File: src/sv/per_key_tick_aggregator_defines.svh
// Assertion macros for the per-symbol tick aggregator.
// No dependencies; included by files that carry concurrent checks.
`ifndef PER_KEY_TICK_AGGREGATOR_DEFINES_SVH
`define PER_KEY_TICK_AGGREGATOR_DEFINES_SVH

`ifndef ASSERT_OFF
// Clocked implication check, disabled in reset
`define PTAGG_ASSERT(lbl, clk, rstn, prop, msg) \
  lbl: assert property (@(posedge clk) disable iff (!rstn) prop) else $error(msg);
// Condition that must never hold at a clock edge
`define PTAGG_ASSERT_NEVER(lbl, clk, rstn, expr, msg) \
  lbl: assert property (@(posedge clk) disable iff (!rstn) !(expr)) else $error(msg);
`else
`define PTAGG_ASSERT(lbl, clk, rstn, prop, msg)
`define PTAGG_ASSERT_NEVER(lbl, clk, rstn, expr, msg)
`endif

`endif

File: src/sv/ptagg_ram.sv
// Generic single-clock RAM: one write port, one read port, registered read.
// No dependencies.
`timescale 1ns / 1ps
`default_nettype none

module ptagg_ram #(
  parameter int WIDTH = 8,
  parameter int DEPTH = 16
) (
  input  logic                     clk,
  input  logic                     we,
  input  logic [$clog2(DEPTH)-1:0] waddr,
  input  logic [WIDTH-1:0]         wdata,
  input  logic                     re,
  input  logic [$clog2(DEPTH)-1:0] raddr,
  output logic [WIDTH-1:0]         rdata
);

  logic [WIDTH-1:0] mem [DEPTH];

  // Write port
  always_ff @(posedge clk) begin
    if (we) begin
      mem[waddr] <= wdata;
    end
  end

  // Registered read port
  always_ff @(posedge clk) begin
    if (re) begin
      rdata <= mem[raddr];
    end
  end

endmodule

`default_nettype wire

File: config.mk
export PLATFORM = sky130hd
export DESIGN_NAME = ptagg_ram
export DESIGN_NICKNAME = d
export VERILOG_FILES = /design/src/sv/per_key_tick_aggregator_defines.svh /design/src/sv/ptagg_ram.sv
export SDC_FILE = /design/constraint.sdc
export NUM_CORES = 1
export LEC_CHECK = 0
export BUFFER_PORTS_ARGS = -buffer_cell sky130_fd_sc_hd__buf_2
export CORE_ASPECT_RATIO = 1.5
export CORE_MARGIN = 1
export CORE_UTILIZATION = 60
export CTS_CLUSTER_SIZE = 30
export DETAILED_ROUTE_END_ITERATION = 6
export PLACE_DENSITY = 0.84
export SLEW_MARGIN = 25
export SYNTH_ARGS = -nofsm -noshare
export SYNTH_HDL_FRONTEND = slang
export SYNTH_SLANG_ARGS = --single-unit
File: constraint.sdc
create_clock -name clk -period 2.2 [get_ports clk]
set_input_delay 0.11 -clock clk [delete_from_list [all_inputs] [get_ports clk]]
set_output_delay 0.11 -clock clk [all_outputs]
set_load 0.005 [all_outputs]
==> metrics.txt, run 1 <==
area delta synth->final=16.2%; Routed WL per cell=25.9 um; Setup Fix Bufs, Post-CTS=0; largest area contributor in the netlist=edfxtp_1; fraction of layout instances using a drive strength above 1=28.2%; Avg Inst Size Synth=22.8 um^2; most frequent cells in the layout=136 x edfxtp_1, 26 x buf_2, 18 x mux4_2, 17 x clkbuf_16, 16 x a22oi_1; total iterations of the first detailed-routing run=5; total negative slack=0 ns; Final min period=1.48 ns; share of the synthesized area in the top cell type=78.1%; Gate power share=4.8%; post-CTS sizing=0; dpl hpwl=6270 um; Slew @ Worst Pin=0.852 ns; commonest non-fill, non-tap cell in the layout=edfxtp_1; Setup-failing EPs final=0; status=finished clean; sequential share of the synthesized area=78.1%; total number of H-tree levels=4; # fillers=495; initial antenna violation count=0; P_int=4.53 mW; Worst-Skew Late Latency=0.42 ns; first-pass GRT wire length=15,000 um; Clock Skew=0.00751 ns; gr usage total=25.7%; diode count=0; CP required=2.36 ns; I/O pin count=27; Hold Violations, Final=0; #FFs+latches synth=136; Max Freq=675 MHz; hold crit path type=primary input to flip-flop; clock buffer depth=2; max_slew headroom=43.0%; Sequential Power Share=52.3%; switching share of power=19.4%; Post-synth EDFFs=136; dpl cells=370; Setup CP Type=flip-flop to flip-flop; routability cong.=0.851; Total Power=5.62 mW; First DRT Iteration DRCs=227; CP arrival=1.64 ns; cell area after placement=5580 um^2; Die Area=9100 um^2; Ys Warns=0; IO Port Bufs=26; RSZ-0062 raised after global routing=no; TritonCTS Sinks=136; footprint of the multi-input gates=1060 um^2; Worst setup SP type=flip-flop; synth top area cells=edfxtp_1 78%, mux4_2 7.8%, mux4_1 7.0%; period utilization=67.4%; Via density=6.33; CORE AREA=8410 um^2; Syn Inst Count=229; LEAKAGE=2.06 nW; Crit Path Max Fanout=1; number of global-route vias before repair=2,464; fin area=6070 um^2; DR vias=2,518; Worst setup EP type=flip-flop; async set-reset flop share out of synthesis=0%; final std cells w/o fill=398; Rows=41; Die X=78.2 um; Clk pwr share=42.9%; total CTS buffers=17; Worst-path clk slew=0.05 ns; CTS tree=done; Final #Nets=301; Clk Tree Root Cell=clkbuf_16; Sw Pwr=1.09 mW; CTS Hold Bufs=0; grt total ovfl=0; Antenna Nets Post-Route=0; Slew Limit Fails=0; detailed-route DRC error count=0; Seq. cell area=4080 um^2; maximum number of pins on one net before global-route repair=33; Yosys cell types=18; initial core utilization=62.1%; Synth Flop Type=edfxtp_1; Max Cap Viol=0; Post-Syn Nets=248; final wirelength=10,300 um; synthesized area=5230 um^2; PD cells=925 nW/um^2; Die Y=116 um; Peak VDD IR=0.836 mV
## final cells by class
cell class	instances	area share, %
Multi-Input combinational cell	83	17.4
Clock buffer	18	7.07
Clock inverter	10	1.07
Timing Repair Buffer	44	4.99
Tap cell	107	2.20
Sequential cell	136	67.3
## state kept, by name, indices dropped and copies added (netlist names)
| signal | cells |
|---|---|
| rdata | 8 |
| mem | 128 |
## power by group through the flow
stage               combinational, mW  sequential (mW)  clock [mW]
floorplan                       0.147             2.99           0
global placement                0.256             2.99           0
detailed placement              0.264             2.99           0
CTS                             0.268             2.94        2.44
global route                    0.286             2.94        2.56
finish                          0.267             2.94        2.41
## routing by layer
layer	vias up	global-route usage, %	wire length (um)	part of all wire [%]
met2	136	39.1	5220	51
met4	0	16.7	445	4.3
li1	1079	-	-	-
met5	-	0	0	0
met3	32	6.88	619	6.0
met1	1271	33.2	4000	39
## worst max-delay path, cell delays in order, from the launching register on
cell and delay, ns:
edfxtp_1 0.38, mux4_1 0.52, a22oi_1 0.25, nand2_1 0.07
## metrics by stage
stage | utilization, % | hold slack [ns] | worst slack (ns)
2_1_floorplan | - | 0.209 | 0.597
3_3_place_gp | 66.3 | 0.482 | 0.405
3_5_place_dp | 66.3 | 0.480 | 0.385
4_1_cts | 72.2 | 0.0438 | 0.726
5_1_grt | 72.2 | 0.0488 | 0.688
6_report | 72.2 | 0.0636 | 0.718
## cells in the mapped netlist, drive strengths merged, types with 2 or more instances
library cell   number
nand3b              2
nor3                4
nand2b              2
nor2               13
a22oi              16
nand2               9
buf                 7
edfxtp            136
clkdlybuf4s25       3
mux4               32
## cell families after synthesis
| kind of cell | synth area share [%] |
|---|---|
| flip-flops | 78.1 |
| AND/OR/NAND/NOR | 3.14 |
| multiplexers | 14.8 |
| AO/OA/AOI/OAI | 2.30 |
| buffers and inverters | 1.65 |
## worst paths after layout
| kind | startpoint | endpoint | slack, ns | cells after the start |
|---|---|---|---|---|
| hold / removal | re | rdata[3] | 0.06 | 1 |
| setup reg to reg | mem[2][2] | rdata[2] | 0.72 | 3 |
| setup / recovery | mem[2][2] | rdata[2] | 0.72 | 3 |
| hold reg to reg | mem[4][0] | rdata[0] | 0.75 | 3 |
(Power assumes the default switching activity.)
==> inputs of run 2 (changes only) <==
Clock period 2.2 ns to 1.6 ns, I/O delays scaled along.
==> run 2 against run 1 <==
Register-to-register slack got worse by 0.61 ns. Count of clock-buffer cells in the layout did not move. Worst setup slack got worse by 0.61 ns. Non-clock buffer count rose by 7. Sequential cell count did not move. Critical endpoint unchanged. Largest cell class unchanged.
==> metrics.txt, run 2 (synthesized netlist as in run 1, its figures left out) <==
status=finished clean; Worst setup EP type=flip-flop; number of global-route vias before repair=2,565 (+4.1%); hold crit path type=primary input to flip-flop; Slew @ Worst Pin=0.381 ns (-0.470 ns); Worst Slack Setup Final=0.103 ns (-0.614 ns); Core Util, Final=73.6% (+1.4 points); total iterations of the first detailed-routing run=4 (-1); Largest register FFs=128 (unchanged); First DRT Iteration DRCs=239 (+5.3%); Routed WL per cell=23.8 um (-7.8%); min-delay src=re; CP arrival=1.66 ns (+0.02 ns); LEAKAGE=2.12 nW (+2.9%); Crit Path Max Fanout=1 (unchanged); worst reg2reg path depth=3 (unchanged); Clk Tree Root Cell=clkbuf_16; period utilization=93.5% (+26 points); post-CTS sizing=0 (unchanged); maximum number of pins on one net before global-route repair=33 (unchanged); Die Area=9100 um^2 (unchanged); Peak VDD IR=1.03 mV (+23%); Worst-Skew Late Latency=0.41 ns (about the same); IO Port Bufs=26 (unchanged); Total Power=8.06 mW (+43%); max_slew headroom=74.5% (+31 points); worst slack, placed=-0.0592 ns (-0.444 ns); area delta synth->final=18.5%; commonest non-fill, non-tap cell in the layout=edfxtp_1; Min-Delay Endpoint=rdata[2]; Worst R2R End=rdata[2]; Rows=41 (unchanged); first-pass GRT wire length=15,100 um (+0.18%); Regs by FF count=mem (128), rdata (8); Die Y=116 um (unchanged); total number of H-tree levels=4 (unchanged); Via density=6.06 (-4.2%); Worst-path clk slew=0.05 ns (about the same); Setup Fix Bufs, Post-CTS=0 (unchanged); Die X=78.2 um (unchanged); gr usage total=24.9% (-0.71 points); final wirelength=9750 um (-5.3%); Setup-failing EPs final=0 (unchanged); DR vias=2,480 (-1.5%); CP required=1.76 ns (-0.60 ns); # fillers=483 (-2.4%); grt total ovfl=0 (unchanged); dpl hpwl=6100 um (-2.8%); diode count=0 (unchanged); setup slack, reg-to-reg=0.10 ns (-0.61 ns); most frequent cells in the layout=136 x edfxtp_1, 26 x buf_2, 22 x buf_4, 18 x mux4_2, 17 x clkbuf_16; Final #Nets=308 (+2.3%); RSZ-0062 raised after global routing=no; worst r2r src=mem[2][2]; total CTS buffers=17 (unchanged); initial core utilization=62.1% (unchanged); most flop-heavy register=mem; Clock Skew=0.00606 ns (-0.00145 ns); Final min period=1.50 ns (+0.0144 ns); I/O pin count=27 (unchanged); detailed-route DRC error count=0 (unchanged); TritonCTS Sinks=136 (unchanged); routability cong.=0.776 (-8.8%); initial antenna violation count=0 (unchanged); Max Freq=668 MHz (-0.96%); Hold Violations, Final=0 (unchanged); Slew Limit Fails=0 (unchanged); Antenna Nets Post-Route=0 (unchanged); Worst setup SP type=flip-flop; Setup CP Type=flip-flop to flip-flop; Max Cap Viol=0 (unchanged); PD cells=1300 nW/um^2 (+41%); footprint of the multi-input gates=1060 um^2 (unchanged); Seq. cell area=4080 um^2 (unchanged); CTS Hold Bufs=0 (unchanged); fraction of layout instances using a drive strength above 1=31.8% (+3.6 points); CORE AREA=8410 um^2 (unchanged); CTS tree=done; clock buffer depth=2 (unchanged); hold path depth=1 (unchanged)
-- run 2: cell count changes in the layout (fill, tap and decap cells not counted), sizes merged --
| cell | change |
|---|---|
| clkinvlp | +3 |
| bufinv | +1 |
| buf | +7 |
| inv | +1 |
| clkinv | -1 |
-- run 2: how the worst max path moves through the flow --
stage	from	end	slack [ns]	cells past startpoint
2_1_floorplan	waddr[2]	mem[0][0]	0.03	2
3_3_place_gp	raddr[0]	rdata[2]	-0.03	5
3_5_place_dp	raddr[0]	rdata[2]	-0.06	5
4_1_cts	mem[1][2]	rdata[2]	0.08	3
5_1_grt	mem[1][2]	rdata[2]	0.05	3
6_report	mem[2][2]	rdata[2]	0.10	3
-- run 2: final cells by class --
type	instances	area share, %
clock buffer	18	6.93
clock inverter	14	2.14
multi-input combinational	83	17.1
sequential	136	66.0
tap	107	2.16
timing repair buffer	51	5.74
-- run 2: layer usage --
layer / part of all wire, % / track usage [%] / vias up
met3: 6.2 / 7.19 / 20
met4: 2.3 / 13.0 / 0
met2: 52 / 40.5 / 96
met5: 0 / 0 / -
li1: - / - / 1106
met1: 39 / 30.9 / 1258
-- run 2: worst max-delay path, stage by stage, from the launching register on --
cell and delay (ns):
edfxtp_1 0.38, mux4_1 0.52, a22oi_1 0.26, nand2_1 0.09
-- run 2: through the flow --
step	cell area, um^2	TNS [ns]	hold WS [ns]	cells
after floorplan	5230	0	0.179	229
after global placement	5630	-0.0305	0.452	377
after detailed placement	5630	-0.105	0.447	377
after CTS	6190	0	0.0166	409
after global routing	6190	0	0.0150	409
final	6190	0	0.0327	409
-- run 2: where the power goes --
group	total, mW	switching [mW]	internal, mW
combinational	0.372	0.204	0.168
clock	3.65	1.38	2.27
sequential	4.04	0.0208	4.02
