===== src/sv/per_key_tick_aggregator_defines.svh =====
// Assertion macros for the per-symbol tick aggregator.
// No dependencies; included by files that carry concurrent checks.
`ifndef PER_KEY_TICK_AGGREGATOR_DEFINES_SVH
`define PER_KEY_TICK_AGGREGATOR_DEFINES_SVH

`ifndef ASSERT_OFF
// Clocked implication check, disabled in reset
`define PTAGG_ASSERT(lbl, clk, rstn, prop, msg) \
  lbl: assert property (@(posedge clk) disable iff (!rstn) prop) else $error(msg);
// Condition that must never hold at a clock edge
`define PTAGG_ASSERT_NEVER(lbl, clk, rstn, expr, msg) \
  lbl: assert property (@(posedge clk) disable iff (!rstn) !(expr)) else $error(msg);
`else
`define PTAGG_ASSERT(lbl, clk, rstn, prop, msg)
`define PTAGG_ASSERT_NEVER(lbl, clk, rstn, expr, msg)
`endif

`endif


===== src/sv/ptagg_pkg.sv =====
// Shared types and constants of the per-symbol tick aggregator.
// No dependencies; imported by every aggregator module but ptagg_ram.
`timescale 1ns / 1ps
`default_nettype none

package ptagg_pkg;

  // Row memory geometry
  localparam int MAX_SYMBOLS = 1024;
  localparam int ADDR_W      = $clog2(MAX_SYMBOLS);

  // Field widths
  localparam int OP_W    = 2;
  localparam int SYM_W   = 10;
  localparam int CFG_W   = 11;
  localparam int PRICE_W = 32;
  localparam int QTY_W   = 32;
  localparam int CNT_W   = 32;
  localparam int SUM_W   = 64;

  localparam logic [CFG_W-1:0] CFG_RESET = CFG_W'(1024);

  // Stream packing
  localparam int IN_FIELDS_W  = SYM_W + PRICE_W + QTY_W;
  localparam int IN_DATA_W    = ((IN_FIELDS_W + 7) / 8) * 8;
  localparam int OUT_FIELDS_W = SYM_W + CNT_W + 2 * SUM_W + 2 * PRICE_W;
  localparam int OUT_DATA_W   = ((OUT_FIELDS_W + 7) / 8) * 8;
  localparam int OUT_PAD_W    = OUT_DATA_W - OUT_FIELDS_W;

  // Result queue
  localparam int OUTQ_DEPTH = 4;
  localparam int OUTQ_PTR_W = $clog2(OUTQ_DEPTH);
  localparam int OUTQ_CNT_W = $clog2(OUTQ_DEPTH + 1);

  typedef enum logic [OP_W-1:0] {
    OP_TICK  = 2'd0,
    OP_READ  = 2'd1,
    OP_CLEAR = 2'd2
  } op_t;

  typedef enum logic {
    ST_SWEEP = 1'b0,
    ST_RUN   = 1'b1
  } state_t;

  // One statistics row as stored in memory
  typedef struct packed {
    logic               occ;
    logic [CNT_W-1:0]   cnt;
    logic [SUM_W-1:0]   psum;
    logic [SUM_W-1:0]   qsum;
    logic [PRICE_W-1:0] minp;
    logic [PRICE_W-1:0] maxp;
  } row_t;

  localparam int ROW_W = $bits(row_t);

  // Accepted request with its active flag
  typedef struct packed {
    op_t                op;
    logic [SYM_W-1:0]   sym;
    logic [PRICE_W-1:0] price;
    logic [QTY_W-1:0]   qty;
    logic               ok;
  } req_t;

  // Result of a read request
  typedef struct packed {
    logic               ok;
    logic [SYM_W-1:0]   sym;
    logic [CNT_W-1:0]   cnt;
    logic [SUM_W-1:0]   psum;
    logic [SUM_W-1:0]   qsum;
    logic [PRICE_W-1:0] minp;
    logic [PRICE_W-1:0] maxp;
  } res_t;

  // Sweep control towards the update stage
  typedef struct packed {
    logic              busy;
    logic              sweep_we;
    logic [ADDR_W-1:0] sweep_addr;
  } ctrl_t;

  // Row memory write port
  typedef struct packed {
    logic              we;
    logic [ADDR_W-1:0] addr;
    row_t              data;
  } wr_t;

  function automatic logic [ADDR_W-1:0] sym_addr(input logic [SYM_W-1:0] sym);
    return ADDR_W'(sym);
  endfunction

endpackage

`default_nettype wire


===== src/sv/ptagg_ctrl.sv =====
// Clearing sequencer: sweeps every row of the row memory after reset and on clear.
// Depends on ptagg_pkg.
`timescale 1ns / 1ps
`default_nettype none

module ptagg_ctrl (
  input  logic             clk,
  input  logic             rst_n,
  input  logic             clr_req,
  output ptagg_pkg::ctrl_t ctrl
);
  import ptagg_pkg::*;

  state_t            state_r, state_nxt;
  logic [ADDR_W-1:0] cnt_r, cnt_nxt;
  logic              last;

  assign last = (cnt_r == ADDR_W'(MAX_SYMBOLS - 1));

  // Next state
  always_comb begin
    state_nxt = state_r;
    unique case (state_r)
      ST_SWEEP: begin
        if (last) begin
          state_nxt = ST_RUN;
        end
      end
      ST_RUN: begin
        if (clr_req) begin
          state_nxt = ST_SWEEP;
        end
      end
      default: state_nxt = ST_SWEEP;
    endcase
  end

  // Advance the sweep address, restart it from zero otherwise
  always_comb begin
    cnt_nxt = '0;
    if (state_r == ST_SWEEP && !last) begin
      cnt_nxt = cnt_r + ADDR_W'(1);
    end
  end

  // Outputs
  always_comb begin
    ctrl.busy       = 1'b0;
    ctrl.sweep_we   = 1'b0;
    ctrl.sweep_addr = cnt_r;
    unique case (state_r)
      ST_SWEEP: begin
        ctrl.busy     = 1'b1;
        ctrl.sweep_we = 1'b1;
      end
      ST_RUN: begin
        ctrl.busy     = 1'b0;
        ctrl.sweep_we = 1'b0;
      end
      default: begin
        ctrl.busy     = 1'b1;
        ctrl.sweep_we = 1'b0;
      end
    endcase
  end

  always_ff @(posedge clk) begin
    if (!rst_n) begin
      state_r <= ST_SWEEP;
      cnt_r   <= '0;
    end else begin
      state_r <= state_nxt;
      cnt_r   <= cnt_nxt;
    end
  end

endmodule

`default_nettype wire


===== config.mk =====
export PLATFORM = sky130hd
export DESIGN_NAME = ptagg_ctrl
export DESIGN_NICKNAME = d
export VERILOG_FILES = /design/src/sv/per_key_tick_aggregator_defines.svh /design/src/sv/ptagg_pkg.sv /design/src/sv/ptagg_ctrl.sv
export SDC_FILE = /design/constraint.sdc
export NUM_CORES = 1
export LEC_CHECK = 0
export ABC_AREA = 0
export ABC_CLOCK_PERIOD_IN_PS = 2000
export BUFFER_PORTS_ARGS = -buffer_cell sky130_fd_sc_hd__buf_2
export CAP_MARGIN = 20
export CORE_MARGIN = 4
export CORE_UTILIZATION = 35
export DETAILED_ROUTE_END_ITERATION = 10
export PLACE_DENSITY = 0.63
export SETUP_SLACK_MARGIN = 0.4
export SLEW_MARGIN = 20
export SYNTH_ARGS = -nofsm -noshare
export SYNTH_HDL_FRONTEND = slang
export SYNTH_SLANG_ARGS = --single-unit
export TNS_END_PERCENT = 30

===== constraint.sdc =====
create_clock -name clk -period 2 [get_ports clk]
set_clock_uncertainty 0.1 [all_clocks]
set_input_delay 0.4 -clock clk [delete_from_list [all_inputs] [get_ports clk]]
set_output_delay 0.4 -clock clk [all_outputs]
set_load 0.02 [all_outputs]

==> results of run 1 <==
## placed cells by master, fill, tap and decap left out, drive strengths merged
cell     n
a21oi    4
a31oi    1
buf     15
clkbuf   4
dfxtp   11
ha       1
inv      4
nand2    4
nand3    4
nand4    2
nor2     6
nor4     1
o211ai   1
o21a     1
o21ai    3
o311ai   1
o31ai    1
or3      3
or4      2
xnor2    1
xor2     2
## critical path, stage by stage, from the launching register on
cell     delay, ns
dfxtp_1       0.42
nand4_1       0.25
or4_1         0.52
a31oi_1       0.16
## routing by layer
metal / GRT usage, % / vias up / wire length (um) / part of all wire [%]
met5: 0 / - / 0 / 0
met4: 5.263 / 0 / 9 / 0.90
met3: 7.171 / 2 / 104 / 10
met2: 15.19 / 16 / 409 / 41
met1: 14.04 / 192 / 475 / 48
li1: - / 231 / - / -
## cell families after synthesis
logic type	synth area share, %
simple gates	24.14
compound gates	16.80
flops	46.19
buf+inv	4.724
xor+xnor	5.513
fa+ha+maj	2.624
## power by group through the flow
stage | combinational [uW] | clock, uW | sequential (uW)
after floorplan | 13.0 | 0 | 242
after global placement | 30.4 | 0 | 236
after detailed placement | 30.1 | 0 | 237
after CTS | 30.3 | 160 | 231
after global routing | 32.5 | 177 | 233
final | 29.8 | 150 | 231
## worst paths after layout
| path | slack [ns] | startpoint | endpoint | depth (start not counted) |
|---|---|---|---|---|
| hold / removal | 0.30 | rst_n | state_r | 2 |
| setup reg to reg | 0.47 | cnt_r[5] | cnt_r[9] | 3 |
| hold reg to reg | 0.35 | cnt_r[0] | cnt_r[0] | 1 |
| setup / recovery | 0.47 | cnt_r[5] | cnt_r[9] | 3 |
## area by class of cell
class / count / area (sq um) / share of cell area (%)
Inverter: 4 / 15.01 / 2.484
Multi-Input combinational cell: 38 / 244.0 / 40.37
Clock buffer: 4 / 26.28 / 4.348
Sequential cell: 11 / 222.7 / 36.85
Timing Repair Buffer: 15 / 77.57 / 12.84
Tap cell: 15 / 18.77 / 3.106
## registers in the layout, indices dropped and copies added, names as in the netlist
register  cells
cnt_r        10
state_r       1
## stage by stage
stage,setup WS (ns),cell area (sq um),power (uW),hold WS [ns]
detailed placement,0.4080,570.5,266.7,0.3472
CTS,0.4000,596.8,421.4,0.2858
finish,0.4692,604.3,411.0,0.2977
global placement,0.4701,570.5,266.2,0.3290
floorplan,0.4495,489.2,255.1,0.3796
global route,0.3502,604.3,442.0,0.2852
## what timing repair did
action,4_1_cts,5_1_grt
endpoints found under the setup margin,0,8
gates resized for setup,0,0
setup buffers,0,1
## synthesized netlist by cell type (2+ instances only)
library cell / count
nand3_1: 3
or4_1: 2
nor2_1: 6
xor2_1: 2
nand2_1: 4
or3_1: 3
inv_1: 4
o21ai_0: 3
nand4_1: 2
a21oi_1: 4
dfxtp_1: 11
==> reports/metrics.csv, run 1 <==
metric,value,unit
Die Area,2016,sq um
Yosys reg bits,11,
WL/cell,11.47,um
period utilization,76.54,%
worst rel slew slack,78.58,%
Worst-Margin Slew,0.3206,ns
Clock Pin Slew Worst Setup and Hold Paths,0.07,ns
Root Buffer,clkbuf_4,
layout cells sized above 1,30.56,%
Int Pwr,313.9,uW
crit path capture type,flop,
1st-iter DRT viols,15,
outcome,"finished, final reports clean",
most common flop cell mapped by yosys,dfxtp_1,
Crit Path Category,reg2reg,
Placed Instances,82,
Final Hold Viols,0,
Final Slew Violations,0,
power per cell area,680.1,nW/um^2
dpl hpwl,749.4,um
Synth Cell Area,476.7,sq um
Non-Filler Instances,87,
worst skew pair latency,0.27,ns
core footprint,1285,sq um
Setup TNS Final,0,ns
synth top area cells,"dfxtp_1 46%, nor2_1 4.7%, a21oi_1 4.2%, or3_1 3.9%, xor2_1 3.7%",
via count,441,
TritonCTS clock tree,yes,
Synth top area share,46.19,%
clock sinks,11,
CTS Buf Count,3,
I/O Pins,15,
Setup-failing EPs final,0,
syn_area_per_cell,8.828,sq um
I/O Buffers,14,
routed wire length,998,um
Synth Instances,54,
Area Growth Syn to Fin,26.77,%
Yosys top cell by area,dfxtp_1,
Worst EP required,2.10,ns
crit-path max FO,7,
RSZ-0062 raised after global routing,yes,
ant diodes,0,
Vias/cell,5.069,
worst min path class,in2reg,
Post-synth ARST share,0,%
Tmin final,1.531,ns
syn_nets,58,
sw frac,23.62,%
largest net degree at the start of global routing,8,
"Data arrival, critical path",1.63,ns
vias in the first global route,369,
Clock power frac,36.5,%
synth warn,0,
global-route wire length before repair,1.600,mm
Initial Util,37.10,%
leakage power,0.0002534,uW
GRT Util Overall,11.32,%
Combinational Power Share,7.2,%
antenna-violating nets left,0,
Max Clock Freq,653.3,MHz
final RePlAce weighted congestion,0.7063,
"Seq/Total Area, Yosys",46.19,%
nets,77,
total grt overflow,0,
worst vdd ir,0.0004641,V
Die Y,44.91,um
CTS hold repair buffers,0,
Layout Utilization,47.03,%
residual DRC count,0,
Reg power frac,56.3,%
CTS Buffer Depth,2,
Synth cell types,21,
Setup crit start kind,flop,
NetSw,97.09,uW
htree depth,1,
DR pass1 iterations,3,
"EDFF count, synth",0,
Fillers,129,
Die Width,44.91,um
Row Count,13,
initial antenna violation count,0,
max-cap viol count,0,
(Power assumes the default switching activity.)
==> inputs of run 2 (changes only) <==
- ABC_CLOCK_PERIOD_IN_PS: 2000 -> 1450
- clock period: 2 -> 1.45 ns (I/O delays scaled with it)
==> run 2 against run 1 <==
Non-clock buffer count grew 12. Wire length grew 11%. Maximum frequency grew 14%. Critical endpoint is now cnt_r[7]. Highest routed layer unchanged.
==> reports/metrics.csv, run 2 (synthesis results as in run 1) <==
metric,value,unit
outcome,"finished, final reports clean",
Crit Path Category,reg2reg,
register with the most flip-flops,cnt_r,
Die Y,44.91,um
I/O Buffers,14,
final RePlAce weighted congestion,0.6967,
power per cell area,771.8,nW/um^2
CTS Buffer Depth,2,
worst vdd ir,0.0003876,V
Initial Util,37.10,%
1st-iter DRT viols,11,
Int Pwr,440.0,uW
NetSw,136.5,uW
leakage power,0.0003213,uW
Fillers,124,
ant diodes,0,
Setup-failing EPs final,0,
max-cap viol count,0,
via count,513,
multi-input logic area,271.5,sq um
largest net degree at the start of global routing,8,
WL/cell,11.23,um
residual DRC count,0,
Worst EP required,1.49,ns
total grt overflow,0,
htree depth,1,
layout cells sized above 1,54.76,%
Max Clock Freq,746.3,MHz
pre-CTS setup slack,0.08170,ns
worst min path class,in2reg,
core footprint,1285,sq um
Area after DPL,646.9,sq um
reg2reg path depth,4,
CP endpoint,cnt_r[7],
most frequent cells in the layout,"14 x buf_2, 12 x buf_4, 6 x nor2_1, 5 x dfxtp_4",
Final Hold Viols,0,
Setup crit start kind,flop,
period utilization,92.41,%
post-layout worst setup margin,0.1101,ns
Clock Pin Slew Worst Setup and Hold Paths,0.07,ns
worst rel slew slack,77.10,%
Combinational Power Share,10.9,%
Clock power frac,35.1,%
sw frac,23.68,%
design area,747.0,sq um
I/O Pins,15,
RSZ-0062 raised after global routing,yes,
vias in the first global route,435,
Tmin final,1.340,ns
nets,89,
Placed Instances,88,
GRT Util Overall,12.74,%
global-route wire length before repair,1.794,mm
r2r setup slk,0.11,ns
Worst-Margin Slew,0.3427,ns
Reg power frac,54.0,%
Largest regs,"cnt_r x10, state_r x1",
CTS Buf Count,3,
max FFs per register,10,
Row Count,13,
Root Buffer,clkbuf_4,
crit-path max FO,5,
Setup TNS Final,0,ns
Critical Path Start,cnt_r[6],
Die Area,2016,sq um
"Data arrival, critical path",1.38,ns
routed wire length,1.112,mm
crit path capture type,flop,
TritonCTS clock tree,yes,
reg2reg end,cnt_r[7],
clock sinks,11,
Area Growth Syn to Fin,56.69,%
initial antenna violation count,0,
r2r startpoint,cnt_r[6],
Die Width,44.91,um
worst skew pair latency,0.26,ns
Sequential cell area,244.0,sq um
antenna-violating nets left,0,
Non-Filler Instances,99,
Final Slew Violations,0,
"commonest non-fill, non-tap cell in the layout",buf_2,
Vias/cell,5.182,
DR pass1 iterations,3,
dpl hpwl,788.6,um
## run 2: changes by cell type in the layout (fill, tap and decap cells not counted)
cell / change
buf_4: +11
dfxtp_1: -7
dfxtp_4: +5
a21oi_1: -2
a21oi_2: +2
dfxtp_2: +2
buf_6: +1
ha_1: -1
ha_4: +1
nand2_1: -1
nand2_2: +1
or3_1: -1
or3_4: +1
## run 2: final cells by class
type	count	area share, %
Tap cell	15	2.513
Multi-Input combinational cell	38	36.35
Sequential cell	11	32.66
Clock buffer	4	3.518
Inverter	4	2.010
Timing Repair Buffer	27	22.95
## run 2: power groups by stage
stage / Clock, uW / Combinational (uW) / Sequential (uW)
final: 202 / 62.7 / 311
after global routing: 244 / 68.0 / 312
after CTS: 215 / 63.1 / 311
after detailed placement: 0 / 53.7 / 321
after global placement: 0 / 53.5 / 322
after floorplan: 0 / 19.8 / 332
## run 2: critical path, cell delays in order, from the launching register on
cell,delay [ns]
dfxtp_4,0.36
nand4_1,0.15
buf_4,0.18
o311ai_4,0.35
a21oi_1,0.07
## run 2: worst min-delay path by stage
| stage | start | endpoint | cells after the start |
|---|---|---|---|
| floorplan | rst_n | state_r | 1 |
| global placement | cnt_r[8] | cnt_r[8] | 2 |
| detailed placement | cnt_r[7] | cnt_r[7] | 2 |
| CTS | rst_n | state_r | 2 |
| global route | rst_n | state_r | 2 |
| finish | rst_n | state_r | 2 |
## run 2: routing by layer
metal | vias to the layer above | global-route usage, % | share of wire, %
met5 | - | 0 | 0
met4 | 0 | 5.263 | 0.72
met3 | 2 | 7.570 | 7.5
met2 | 16 | 20.34 | 48
met1 | 239 | 13.63 | 44
li1 | 256 | - | -
## run 2: timing repair
item                       CTS  global route
gates resized for setup      4             2
hold buffers                 0             0
pin swaps                    7             3
buffers inserted             4             3
setup endpoints to repair   22            23
## run 2: through the flow
step	power, uW	utilization [%]	hold slack (ns)
5_1_grt	624.5	58.13	0.1708
6_report	576.5	58.13	0.2038
3_3_place_gp	375.2	50.34	0.3759
4_1_cts	589.4	55.70	0.1896
3_5_place_dp	375.2	50.34	0.3877
2_1_floorplan	352.0	-	0.3078
