File: config.mk
export PLATFORM = sky130hd
export DESIGN_NAME = ptagg_update
export DESIGN_NICKNAME = d
export VERILOG_FILES = /design/src/sv/per_key_tick_aggregator_defines.svh /design/src/sv/ptagg_pkg.sv /design/src/sv/ptagg_update.sv
export SDC_FILE = /design/constraint.sdc
export NUM_CORES = 1
export LEC_CHECK = 0
export ABC_AREA = 1
export BUFFER_PORTS_ARGS = -buffer_cell sky130_fd_sc_hd__clkbuf_2
export CELL_PAD_IN_SITES_DETAIL_PLACEMENT = 0
export CELL_PAD_IN_SITES_GLOBAL_PLACEMENT = 1
export CORE_AREA = 2 2 307 309
export CTS_CLUSTER_DIAMETER = 120
export DETAILED_ROUTE_END_ITERATION = 16
export DIE_AREA = 0 0 309 311
export PLACE_DENSITY = 0.71
export SLEW_MARGIN = 20
export SYNTH_ARGS = -nofsm -noshare
export SYNTH_HDL_FRONTEND = slang
export SYNTH_SLANG_ARGS = --single-unit
File: constraint.sdc
create_clock -name clk -period 12.6 [get_ports clk]
set_input_delay 1.26 -clock clk [delete_from_list [all_inputs] [get_ports clk]]
set_output_delay 1.26 -clock clk [all_outputs]
set_load 0.005 [all_outputs]
File: src/sv/per_key_tick_aggregator_defines.svh
// Assertion macros for the per-symbol tick aggregator.
// No dependencies; included by files that carry concurrent checks.
`ifndef PER_KEY_TICK_AGGREGATOR_DEFINES_SVH
`define PER_KEY_TICK_AGGREGATOR_DEFINES_SVH

`ifndef ASSERT_OFF
// Clocked implication check, disabled in reset
`define PTAGG_ASSERT(lbl, clk, rstn, prop, msg) \
  lbl: assert property (@(posedge clk) disable iff (!rstn) prop) else $error(msg);
// Condition that must never hold at a clock edge
`define PTAGG_ASSERT_NEVER(lbl, clk, rstn, expr, msg) \
  lbl: assert property (@(posedge clk) disable iff (!rstn) !(expr)) else $error(msg);
`else
`define PTAGG_ASSERT(lbl, clk, rstn, prop, msg)
`define PTAGG_ASSERT_NEVER(lbl, clk, rstn, expr, msg)
`endif

`endif

File: src/sv/ptagg_pkg.sv
// Shared types and constants of the per-symbol tick aggregator.
// No dependencies; imported by every aggregator module but ptagg_ram.
`timescale 1ns / 1ps
`default_nettype none

package ptagg_pkg;

  // Row memory geometry
  localparam int MAX_SYMBOLS = 1024;
  localparam int ADDR_W      = $clog2(MAX_SYMBOLS);

  // Field widths
  localparam int OP_W    = 2;
  localparam int SYM_W   = 10;
  localparam int CFG_W   = 11;
  localparam int PRICE_W = 32;
  localparam int QTY_W   = 32;
  localparam int CNT_W   = 32;
  localparam int SUM_W   = 64;

  localparam logic [CFG_W-1:0] CFG_RESET = CFG_W'(1024);

  // Stream packing
  localparam int IN_FIELDS_W  = SYM_W + PRICE_W + QTY_W;
  localparam int IN_DATA_W    = ((IN_FIELDS_W + 7) / 8) * 8;
  localparam int OUT_FIELDS_W = SYM_W + CNT_W + 2 * SUM_W + 2 * PRICE_W;
  localparam int OUT_DATA_W   = ((OUT_FIELDS_W + 7) / 8) * 8;
  localparam int OUT_PAD_W    = OUT_DATA_W - OUT_FIELDS_W;

  // Result queue
  localparam int OUTQ_DEPTH = 4;
  localparam int OUTQ_PTR_W = $clog2(OUTQ_DEPTH);
  localparam int OUTQ_CNT_W = $clog2(OUTQ_DEPTH + 1);

  typedef enum logic [OP_W-1:0] {
    OP_TICK  = 2'd0,
    OP_READ  = 2'd1,
    OP_CLEAR = 2'd2
  } op_t;

  typedef enum logic {
    ST_SWEEP = 1'b0,
    ST_RUN   = 1'b1
  } state_t;

  // One statistics row as stored in memory
  typedef struct packed {
    logic               occ;
    logic [CNT_W-1:0]   cnt;
    logic [SUM_W-1:0]   psum;
    logic [SUM_W-1:0]   qsum;
    logic [PRICE_W-1:0] minp;
    logic [PRICE_W-1:0] maxp;
  } row_t;

  localparam int ROW_W = $bits(row_t);

  // Accepted request with its active flag
  typedef struct packed {
    op_t                op;
    logic [SYM_W-1:0]   sym;
    logic [PRICE_W-1:0] price;
    logic [QTY_W-1:0]   qty;
    logic               ok;
  } req_t;

  // Result of a read request
  typedef struct packed {
    logic               ok;
    logic [SYM_W-1:0]   sym;
    logic [CNT_W-1:0]   cnt;
    logic [SUM_W-1:0]   psum;
    logic [SUM_W-1:0]   qsum;
    logic [PRICE_W-1:0] minp;
    logic [PRICE_W-1:0] maxp;
  } res_t;

  // Sweep control towards the update stage
  typedef struct packed {
    logic              busy;
    logic              sweep_we;
    logic [ADDR_W-1:0] sweep_addr;
  } ctrl_t;

  // Row memory write port
  typedef struct packed {
    logic              we;
    logic [ADDR_W-1:0] addr;
    row_t              data;
  } wr_t;

  function automatic logic [ADDR_W-1:0] sym_addr(input logic [SYM_W-1:0] sym);
    return ADDR_W'(sym);
  endfunction

endpackage

`default_nettype wire

File: src/sv/ptagg_update.sv
// Read-modify-write stage: merges a tick into its row, forms read results,
// forwards the last written row. Depends on ptagg_pkg.
`timescale 1ns / 1ps
`default_nettype none

module ptagg_update (
  input  logic              clk,
  input  logic              rst_n,
  input  logic              acc,
  input  ptagg_pkg::req_t   req,
  input  ptagg_pkg::ctrl_t  ctrl,
  input  ptagg_pkg::row_t   rd_row,
  output ptagg_pkg::wr_t    wr,
  output logic              push,
  output ptagg_pkg::res_t   push_res,
  output logic              s1_read
);
  import ptagg_pkg::*;

  logic              s1_valid_r;
  req_t              s1_req_r;
  logic              fwd_valid_r, fwd_valid_nxt;
  logic [ADDR_W-1:0] fwd_addr_r;
  row_t              fwd_row_r;

  logic [ADDR_W-1:0] s1_addr;
  logic              hit;
  row_t              cur;
  row_t              upd;
  logic              tick_we;
  logic              show;

  assign s1_addr = sym_addr(s1_req_r.sym);

  // Take the row just written when the memory read missed it
  assign hit = fwd_valid_r && (fwd_addr_r == s1_addr);
  assign cur = hit ? fwd_row_r : rd_row;

  assign tick_we = s1_valid_r && (s1_req_r.op == OP_TICK) && s1_req_r.ok;

  // Merge the tick: an empty row restarts from this tick alone
  always_comb begin
    upd.occ = 1'b1;
    if (!cur.occ) begin
      upd.cnt  = CNT_W'(1);
      upd.psum = SUM_W'(s1_req_r.price);
      upd.qsum = SUM_W'(s1_req_r.qty);
      upd.minp = s1_req_r.price;
      upd.maxp = s1_req_r.price;
    end else begin
      upd.cnt  = cur.cnt + CNT_W'(1);
      upd.psum = cur.psum + SUM_W'(s1_req_r.price);
      upd.qsum = cur.qsum + SUM_W'(s1_req_r.qty);
      upd.minp = (s1_req_r.price < cur.minp) ? s1_req_r.price : cur.minp;
      upd.maxp = (s1_req_r.price > cur.maxp) ? s1_req_r.price : cur.maxp;
    end
  end

  // Memory write: sweep has the port while it runs
  always_comb begin
    wr.we   = tick_we || ctrl.sweep_we;
    wr.addr = ctrl.sweep_we ? ctrl.sweep_addr : s1_addr;
    wr.data = ctrl.sweep_we ? '0 : upd;
  end

  // Read result: inactive ids and empty rows read as zeros
  assign s1_read = s1_valid_r && (s1_req_r.op == OP_READ);
  assign push    = s1_read;
  assign show    = s1_req_r.ok && cur.occ;

  always_comb begin
    push_res.ok   = s1_req_r.ok;
    push_res.sym  = s1_req_r.sym;
    push_res.cnt  = show ? cur.cnt  : '0;
    push_res.psum = show ? cur.psum : '0;
    push_res.qsum = show ? cur.qsum : '0;
    push_res.minp = show ? cur.minp : '0;
    push_res.maxp = show ? cur.maxp : '0;
  end

  // Drop forwarding on a sweep, refresh it on every tick write
  always_comb begin
    fwd_valid_nxt = fwd_valid_r;
    if (ctrl.sweep_we) begin
      fwd_valid_nxt = 1'b0;
    end else if (tick_we) begin
      fwd_valid_nxt = 1'b1;
    end
  end

  always_ff @(posedge clk) begin
    if (!rst_n) begin
      s1_valid_r  <= 1'b0;
      fwd_valid_r <= 1'b0;
    end else begin
      s1_valid_r  <= acc;
      fwd_valid_r <= fwd_valid_nxt;
    end
  end

  // Hold request and forwarded row
  always_ff @(posedge clk) begin
    if (acc) begin
      s1_req_r <= req;
    end
    if (tick_we && !ctrl.sweep_we) begin
      fwd_addr_r <= s1_addr;
      fwd_row_r  <= upd;
    end
  end

endmodule

`default_nettype wire

==> flow_metrics.env, run 1 <==
export IMPL_status="complete, no violations"
export IMPL_ys_seq_elements=313
export IMPL_synthesis_nets=4012
export IMPL_min_delay_path_class="register to register"
export IMPL_cp_required_ns=11.34
export IMPL_grt_overflow_total=0
export IMPL_netlist_instances=3565
export IMPL_grt_use_total_pct=23.64
export IMPL_post_route_util_pct=34.30
export IMPL_path_class="register to output port"
export IMPL_dieArea_um2=96100
export IMPL_fin_area_um2=31820
export IMPL_rsz0062_at_grt="no"
export IMPL_topRoutingLayerUsed="met5"
export IMPL_vias=26921
export IMPL_nets=4718
export IMPL_ctsResizeCount=0
export IMPL_cts_path_max_buffers=3
export IMPL_tns_ns=0
export IMPL_wirelength_mm=118.3
export IMPL_ctsHoldBuffers=0
export IMPL_cts_made_buffers=45
export IMPL_dr_wl_met2_mm=55.42
export IMPL_cp_slowest_stage_delay_ns=0.67
export IMPL_skew_ns=0.03374
export IMPL_synth_flop_cell="edfxtp_1"
export IMPL_met1_length_mm=51.41
export IMPL_rr_worst_depth=24
export IMPL_finalCritPeriodShare_pct=67.28
export IMPL_fin_crit_ns=8.478
export IMPL_crit_chain="inv_1 -> nand2_1 -> nand2_1 -> nand2_1 -> nor2_1 -> nand3_4 -> inv_6 -> buf_12 -> nor2_1 -> a21oi_1 -> ha_1 -> a21oi_1 -> nand2_1 -> a21boi_0 -> o21ai_1 -> a21oi_1 -> o21ai_1 -> a21oi_1 -> o21ai_1 -> nand3_1 -> o21ai_0 -> nand3_1 -> nor2_1 -> clkbuf_2"
export IMPL_wire_per_inst_um=21.27
export IMPL_tightest_slew_ns=1.106
export IMPL_ys_seq_area_share_pct=36.93
export IMPL_totalPowerFinal_uw=3315
export IMPL_clk_pin_slew_ns=0.06
export IMPL_clock_latency_ns=0.60
export IMPL_ir_worst_vdd_uv=96.77
export IMPL_syn_area_per_cell_um2=7.124
export IMPL_startpoint="s1_addr[6]"
export IMPL_drc=0
export IMPL_antenna_found_initial=13
export IMPL_endpoint="wr[189]"
export IMPL_crit_cells=24
export IMPL_setup_viol=0
export IMPL_die_h_um=311
export IMPL_fp_row_count=112
export IMPL_fp_coreArea_um2=92770
export IMPL_yosys_top_cells_count="nand2_1, nor2_1, inv_1"
export IMPL_worst_r2r_startpoint="s1_addr[6]"
export IMPL_start_kind="register"
export IMPL_path_buf_inv=4
export IMPL_worst_path_dominant_cell_family="compound AO/OA/AOI/OAI gates"
export IMPL_place_area_um2=30490
export IMPL_cp_slowest_cell="inv_6"
export IMPL_dp_slack_ns=4.940
export IMPL_start_util_pct=27.38
export IMPL_via_per_inst=4.841
export IMPL_p_leak_uw=0.01637
export IMPL_hpwl_mm=91.29
export IMPL_numPortBuffers=788
export IMPL_ios=790
export IMPL_cts_htree_levels=2
export IMPL_ys_warnings_count=0
export IMPL_synth_area_top_cells="edfxtp_1, nand2_1, nor2_1"
export IMPL_powerDensity_nw_per_um2=104.2
export IMPL_yosysMostFrequentCell="nand2_1"
export IMPL_grt_pass1_vias=26202
export IMPL_syn_to_final_growth_pct=25.30
export IMPL_worstSetupEndpointType="output port"
export IMPL_synth_async_reset_ratio_pct=0
export IMPL_postRouteAntennaNets=0
export IMPL_grt_max_degree=142
export IMPL_firstDrtPassIters=5
export IMPL_crit_fanout=103
export IMPL_dr_first_iter_drc_count=2090
export IMPL_cts_tree="done"
export IMPL_cts_setup_buffers=0
export IMPL_netlist_area_um2=25400
export IMPL_drive_gt1_share_pct=22.96
export IMPL_synth_area_leader_cell="edfxtp_1"
export IMPL_die_w_um=309
export IMPL_cp_arrival_ns=7.22
export IMPL_cts_sinks=313
export IMPL_drv_cap=0
export IMPL_finalWorstSetupSlack_ns=4.123
export IMPL_gp_congestion=0.8990
export IMPL_maxSlewHeadroom_pct=26.24
export IMPL_grt_pass1_wl_mm=171.6
export IMPL_maxSlewViolCount=0
export IMPL_ys_types=60
export IMPL_synth_edff_count=311
export IMPL_finalHoldViolCount=0
export IMPL_fmax_mhz=118.0
export IMPL_reg2reg_to="fwd_row_r[189]"
export IMPL_synth_top_area_share_pct=36.77
export IMPL_r2r_slack_ns=5.94
export IMPL_wl_met3_mm=8.105
export IMPL_cts_root_buffer="clkbuf_16"
-- cells by family after synthesis --
logic type	Yosys count	share of synthesized area, %
and+or+nand+nor	1929	32.63
buffers and inverters	646	10.11
AOI/OAI and AO/OA	415	8.996
DFF	313	36.93
adders and majority gates	130	6.464
xor gates and xnor gates	67	2.311
muxes	65	2.562
-- sequential cells by signal, summed over array words and instances (netlist names) --
signal	flops
fwd_addr_r	10
fwd_row_r	224
fwd_valid_r	1
push_res	1
s1_addr	10
s1_req_r	66
s1_valid_r	1
-- routing by layer --
| layer | track usage (%) | up-vias |
|---|---|---|
| li1 | - | 13069 |
| met1 | 30.63 | 12719 |
| met2 | 39.57 | 963 |
| met3 | 4.781 | 154 |
| met4 | 6.708 | 16 |
| met5 | 0 | - |
-- stage by stage --
step / instances / hold slack [ns]
final: 5561 / 0.5068
after global routing: 5560 / 0.5263
after CTS: 5557 / 0.5096
after detailed placement: 5478 / 0.4962
after global placement: 5478 / 0.4896
after floorplan: 3565 / 0.4600
-- how the worst min path moves through the flow --
stage | end | depth (start not counted) | slack [ns] | startpoint
after CTS | fwd_addr_r[7] | 0 | 0.51 | s1_addr[7]
final | fwd_addr_r[0] | 0 | 0.51 | s1_addr[0]
after global placement | fwd_addr_r[2] | 0 | 0.49 | s1_addr[2]
after detailed placement | fwd_addr_r[0] | 0 | 0.50 | s1_addr[0]
after global routing | fwd_addr_r[7] | 0 | 0.53 | s1_addr[7]
after floorplan | fwd_valid_r | 2 | 0.46 | fwd_valid_r
-- where the power goes --
part,internal [uW],total (uW),switching [uW]
sequential,1190,1220,30.3
combinational,309,897,588
clock,675,1200,521
-- cell type report --
type                       instances  area, um^2
inverter                         487        1846
tap                             1254        1569
multi-input combinational       2606       13480
fill                           10293       60950
timing repair buffer             818        4219
antenna                            4       10.01
sequential                       313        9379
clock inverter                    16       95.09
clock buffer                      63        1225
-- worst reg2reg max path, stage by stage (launching register included) --
cell,delay [ns]
edfxtp_1,0.45
inv_1,0.11
nand2_1,0.05
nand2_1,0.10
nand2_1,0.06
nor2_1,0.26
nand3_4,0.24
inv_6,0.68
buf_12,0.40
nor2_1,0.39
a21oi_1,0.32
ha_1,0.27
a21oi_1,0.05
nand2_1,0.23
a21boi_0,0.21
o21ai_1,0.31
a21oi_1,0.25
o21ai_1,0.40
a21oi_1,0.20
o21ai_1,0.60
nand2_1,0.16
nor2_1,0.33
nand4_1,0.13
nand3_1,0.14
inv_1,0.05
-- cell usage in the layout (no fill, tap or decap), types with 11 or more instances in the layout --
cell type,count
nand2_1,814
clkbuf_2,786
nor2_1,633
inv_1,462
edfxtp_1,311
a21oi_1,228
nand3_1,144
ha_1,128
nor3_1,106
o21ai_0,100
and3_1,66
mux2i_1,65
xor2_1,47
clkbuf_16,46
nor4_1,43
buf_4,28
nand4_1,25
nor2_2,23
a31oi_1,23
inv_2,21
xnor2_1,20
clkbuf_1,16
or2_2,15
nor3_2,12
o21a_1,11
No activity file was read; power rests on OpenSTA's default activity.
==> run 2: changes to the inputs <==
==> constraint.sdc (replaced) <==
create_clock -name clk -period 7.25 [get_ports clk]
set_input_delay 0.725 -clock clk [delete_from_list [all_inputs] [get_ports clk]]
set_output_delay 0.725 -clock clk [all_outputs]
set_load 0.005 [all_outputs]
==> flow_metrics.env, run 2 (same netlist as run 1, synthesis figures left out) <==
export IMPL_finalHoldViolCount=0
export IMPL_start_kind="register"
export IMPL_clk_pin_slew_ns=0.07
export IMPL_grt_overflow_total=0
export IMPL_cp_required_ns=6.52
export IMPL_crit_chain="inv_1 -> nand2_1 -> nand2_1 -> nand2_1 -> nor2_1 -> nand3_4 -> clkinv_16 -> nor2_1 -> a21oi_1 -> ha_1 -> nand3_1 -> nand2_1 -> nand2_1 -> nand2_1 -> a21oi_1 -> inv_1 -> a21oi_1 -> o21ai_0 -> a21oi_2 -> inv_1 -> nand2_2 -> nor2_1 -> nor4_1 -> clkbuf_2"
export IMPL_maxSlewViolCount=0
export IMPL_cts_setup_buffers=0
export IMPL_skew_ns=0.04195
export IMPL_drc=0
export IMPL_hpwl_mm=91.53
export IMPL_fin_crit_ns=6.706
export IMPL_switchingPower_uw=1980
export IMPL_grt_use_total_pct=23.48
export IMPL_setup_viol=0
export IMPL_wirelength_mm=117.7
export IMPL_nets=4721
export IMPL_largest_register_ffs=224
export IMPL_wire_per_inst_um=21.15
export IMPL_tns_ns=0
export IMPL_crit_fanout=75
export IMPL_swShare_pct=34.71
export IMPL_filler_cell_count=10265
export IMPL_powerDensity_nw_per_um2=179.2
export IMPL_antenna_found_initial=22
export IMPL_start_util_pct=27.38
export IMPL_dr_first_iter_drc_count=1550
export IMPL_cts_path_max_buffers=3
export IMPL_seq_area_um2=9379
export IMPL_fp_row_count=112
export IMPL_path_class="register to output port"
export IMPL_multi_input_area_um2=13480
export IMPL_pwr_share_comb_pct=27.2
export IMPL_gp_congestion=0.9111
export IMPL_maxSlewHeadroom_pct=29.12
export IMPL_grt_pass1_vias=25791
export IMPL_via_per_inst=4.787
export IMPL_cts_tree="done"
export IMPL_dieArea_um2=96100
export IMPL_grt_max_degree=110
export IMPL_die_h_um=311
export IMPL_cts_made_buffers=43
export IMPL_worstSetupEndpointType="output port"
export IMPL_cp_slowest_stage_delay_ns=0.47
export IMPL_cts_htree_levels=2
export IMPL_clock_latency_ns=0.60
export IMPL_fmax_mhz=149.1
export IMPL_ir_worst_vdd_uv=177.0
export IMPL_final_common_cell="nand2_1"
export IMPL_drv_cap=0
export IMPL_die_w_um=309
export IMPL_fp_coreArea_um2=92770
export IMPL_final_cell_mix="nand2_1, clkbuf_2, nor2_1"
export IMPL_top_regs="fwd_row_r: 224 flops, s1_req_r: 66 flops"
export IMPL_finalCritPeriodShare_pct=92.50
export IMPL_min_delay_path_class="input port to register"
export IMPL_cts_sinks=313
export IMPL_post_route_util_pct=34.31
export IMPL_cp_arrival_ns=5.98
export IMPL_drive_gt1_share_pct=23.12
export IMPL_rsz0062_at_grt="no"
export IMPL_status="complete, no violations"
export IMPL_p_int_uw=3724
export IMPL_cts_root_buffer="clkbuf_16"
export IMPL_seqPwrFrac_pct=37.3
export IMPL_cp_common_cell="nand2_1"
export IMPL_p_leak_uw=0.01639
export IMPL_p_clk_share_pct=35.5
export IMPL_postRouteAntennaNets=0
export IMPL_firstDrtPassIters=5
export IMPL_registers_top_by_ff_count="fwd_row_r"
export IMPL_ios=790
export IMPL_cp_slowest_cell="nor4_1"
export IMPL_vias=26647
export IMPL_numPortBuffers=788
export IMPL_grt_pass1_wl_mm=169.7
export IMPL_tightest_slew_ns=1.054
export IMPL_syn_to_final_growth_pct=25.32
==> run 2: changes by cell type in the layout (fill, tap and decap cells not counted), moves of 3 or more <==
| cell | before | now |
|---|---|---|
| clkinv_2 | 5 | 10 |
| clkinv_1 | 7 | 13 |
| clkbuf_16 | 46 | 43 |
| clkbuf_1 | 16 | 5 |
| buf_4 | 28 | 33 |
| diode_2 | 4 | 8 |
==> run 2: worst paths after layout <==
path	slack (ns)	depth (start not counted)	from	to
min	0.30	1	req[64]	s1_req_r[64]
max	0.54	24	s1_addr[8]	wr[109]
min reg2reg	0.48	2	fwd_valid_r	fwd_valid_r
max reg2reg	1.99	29	s1_addr[8]	fwd_row_r[127]
==> run 2: cell type report <==
| type | instances | share of cell area (%) |
|---|---|---|
| Antenna cell | 8 | 0.06290 |
| Clock buffer | 48 | 3.440 |
| Clock inverter | 27 | 0.4953 |
| Inverter | 487 | 5.865 |
| Multi-Input combinational cell | 2606 | 42.36 |
| Sequential cell | 313 | 29.47 |
| Tap cell | 1254 | 4.930 |
| Timing Repair Buffer | 823 | 13.37 |
==> run 2: through the flow <==
stage	cells	total power, uW	hold WS [ns]	instance area, um^2	setup WS (ns)
2_1_floorplan	3565	3049	0.4600	25400	2.024
3_3_place_gp	5483	3707	0.4776	30530	0.8055
4_1_cts	5558	5759	0.2520	31780	0.04534
3_5_place_dp	5483	3712	0.4762	30530	0.7271
6_report	5566	5704	0.2990	31830	0.5436
5_1_grt	5565	5990	0.2690	31820	0.04487
==> run 2: critical path, delay by kind of cell (launching register included) <==
| family | cells | cell delay, ns |
|---|---|---|
| and+or+nand+nor | 13 | 2.00 |
| adders and majority gates | 1 | 0.30 |
| buffers and inverters | 5 | 0.93 |
| DFF | 1 | 0.42 |
| AOI/OAI and AO/OA | 5 | 1.68 |
==> run 2: timing repair <==
action | in CTS | in global routing
setup endpoints to repair | 0 | 24
hold buffers | 0 | 0
resized for setup | 0 | 5
==> run 2: layer usage <==
metal	routed length (um)	up-vias	global-route usage [%]
li1	-	13066	-
met4	3393	18	7.094
met5	127	-	0
met2	56200	881	40.16
met1	49240	12523	29.03
met3	8734	159	5.578
==> run 2: power groups by stage <==
| stage | Combinational (uW) | Clock, uW | Sequential (uW) |
|---|---|---|---|
| floorplan | 911 | 0 | 2140 |
| global placement | 1540 | 0 | 2160 |
| detailed placement | 1550 | 0 | 2160 |
| CTS | 1560 | 2080 | 2130 |
| global route | 1730 | 2130 | 2130 |
| finish | 1550 | 2030 | 2130 |
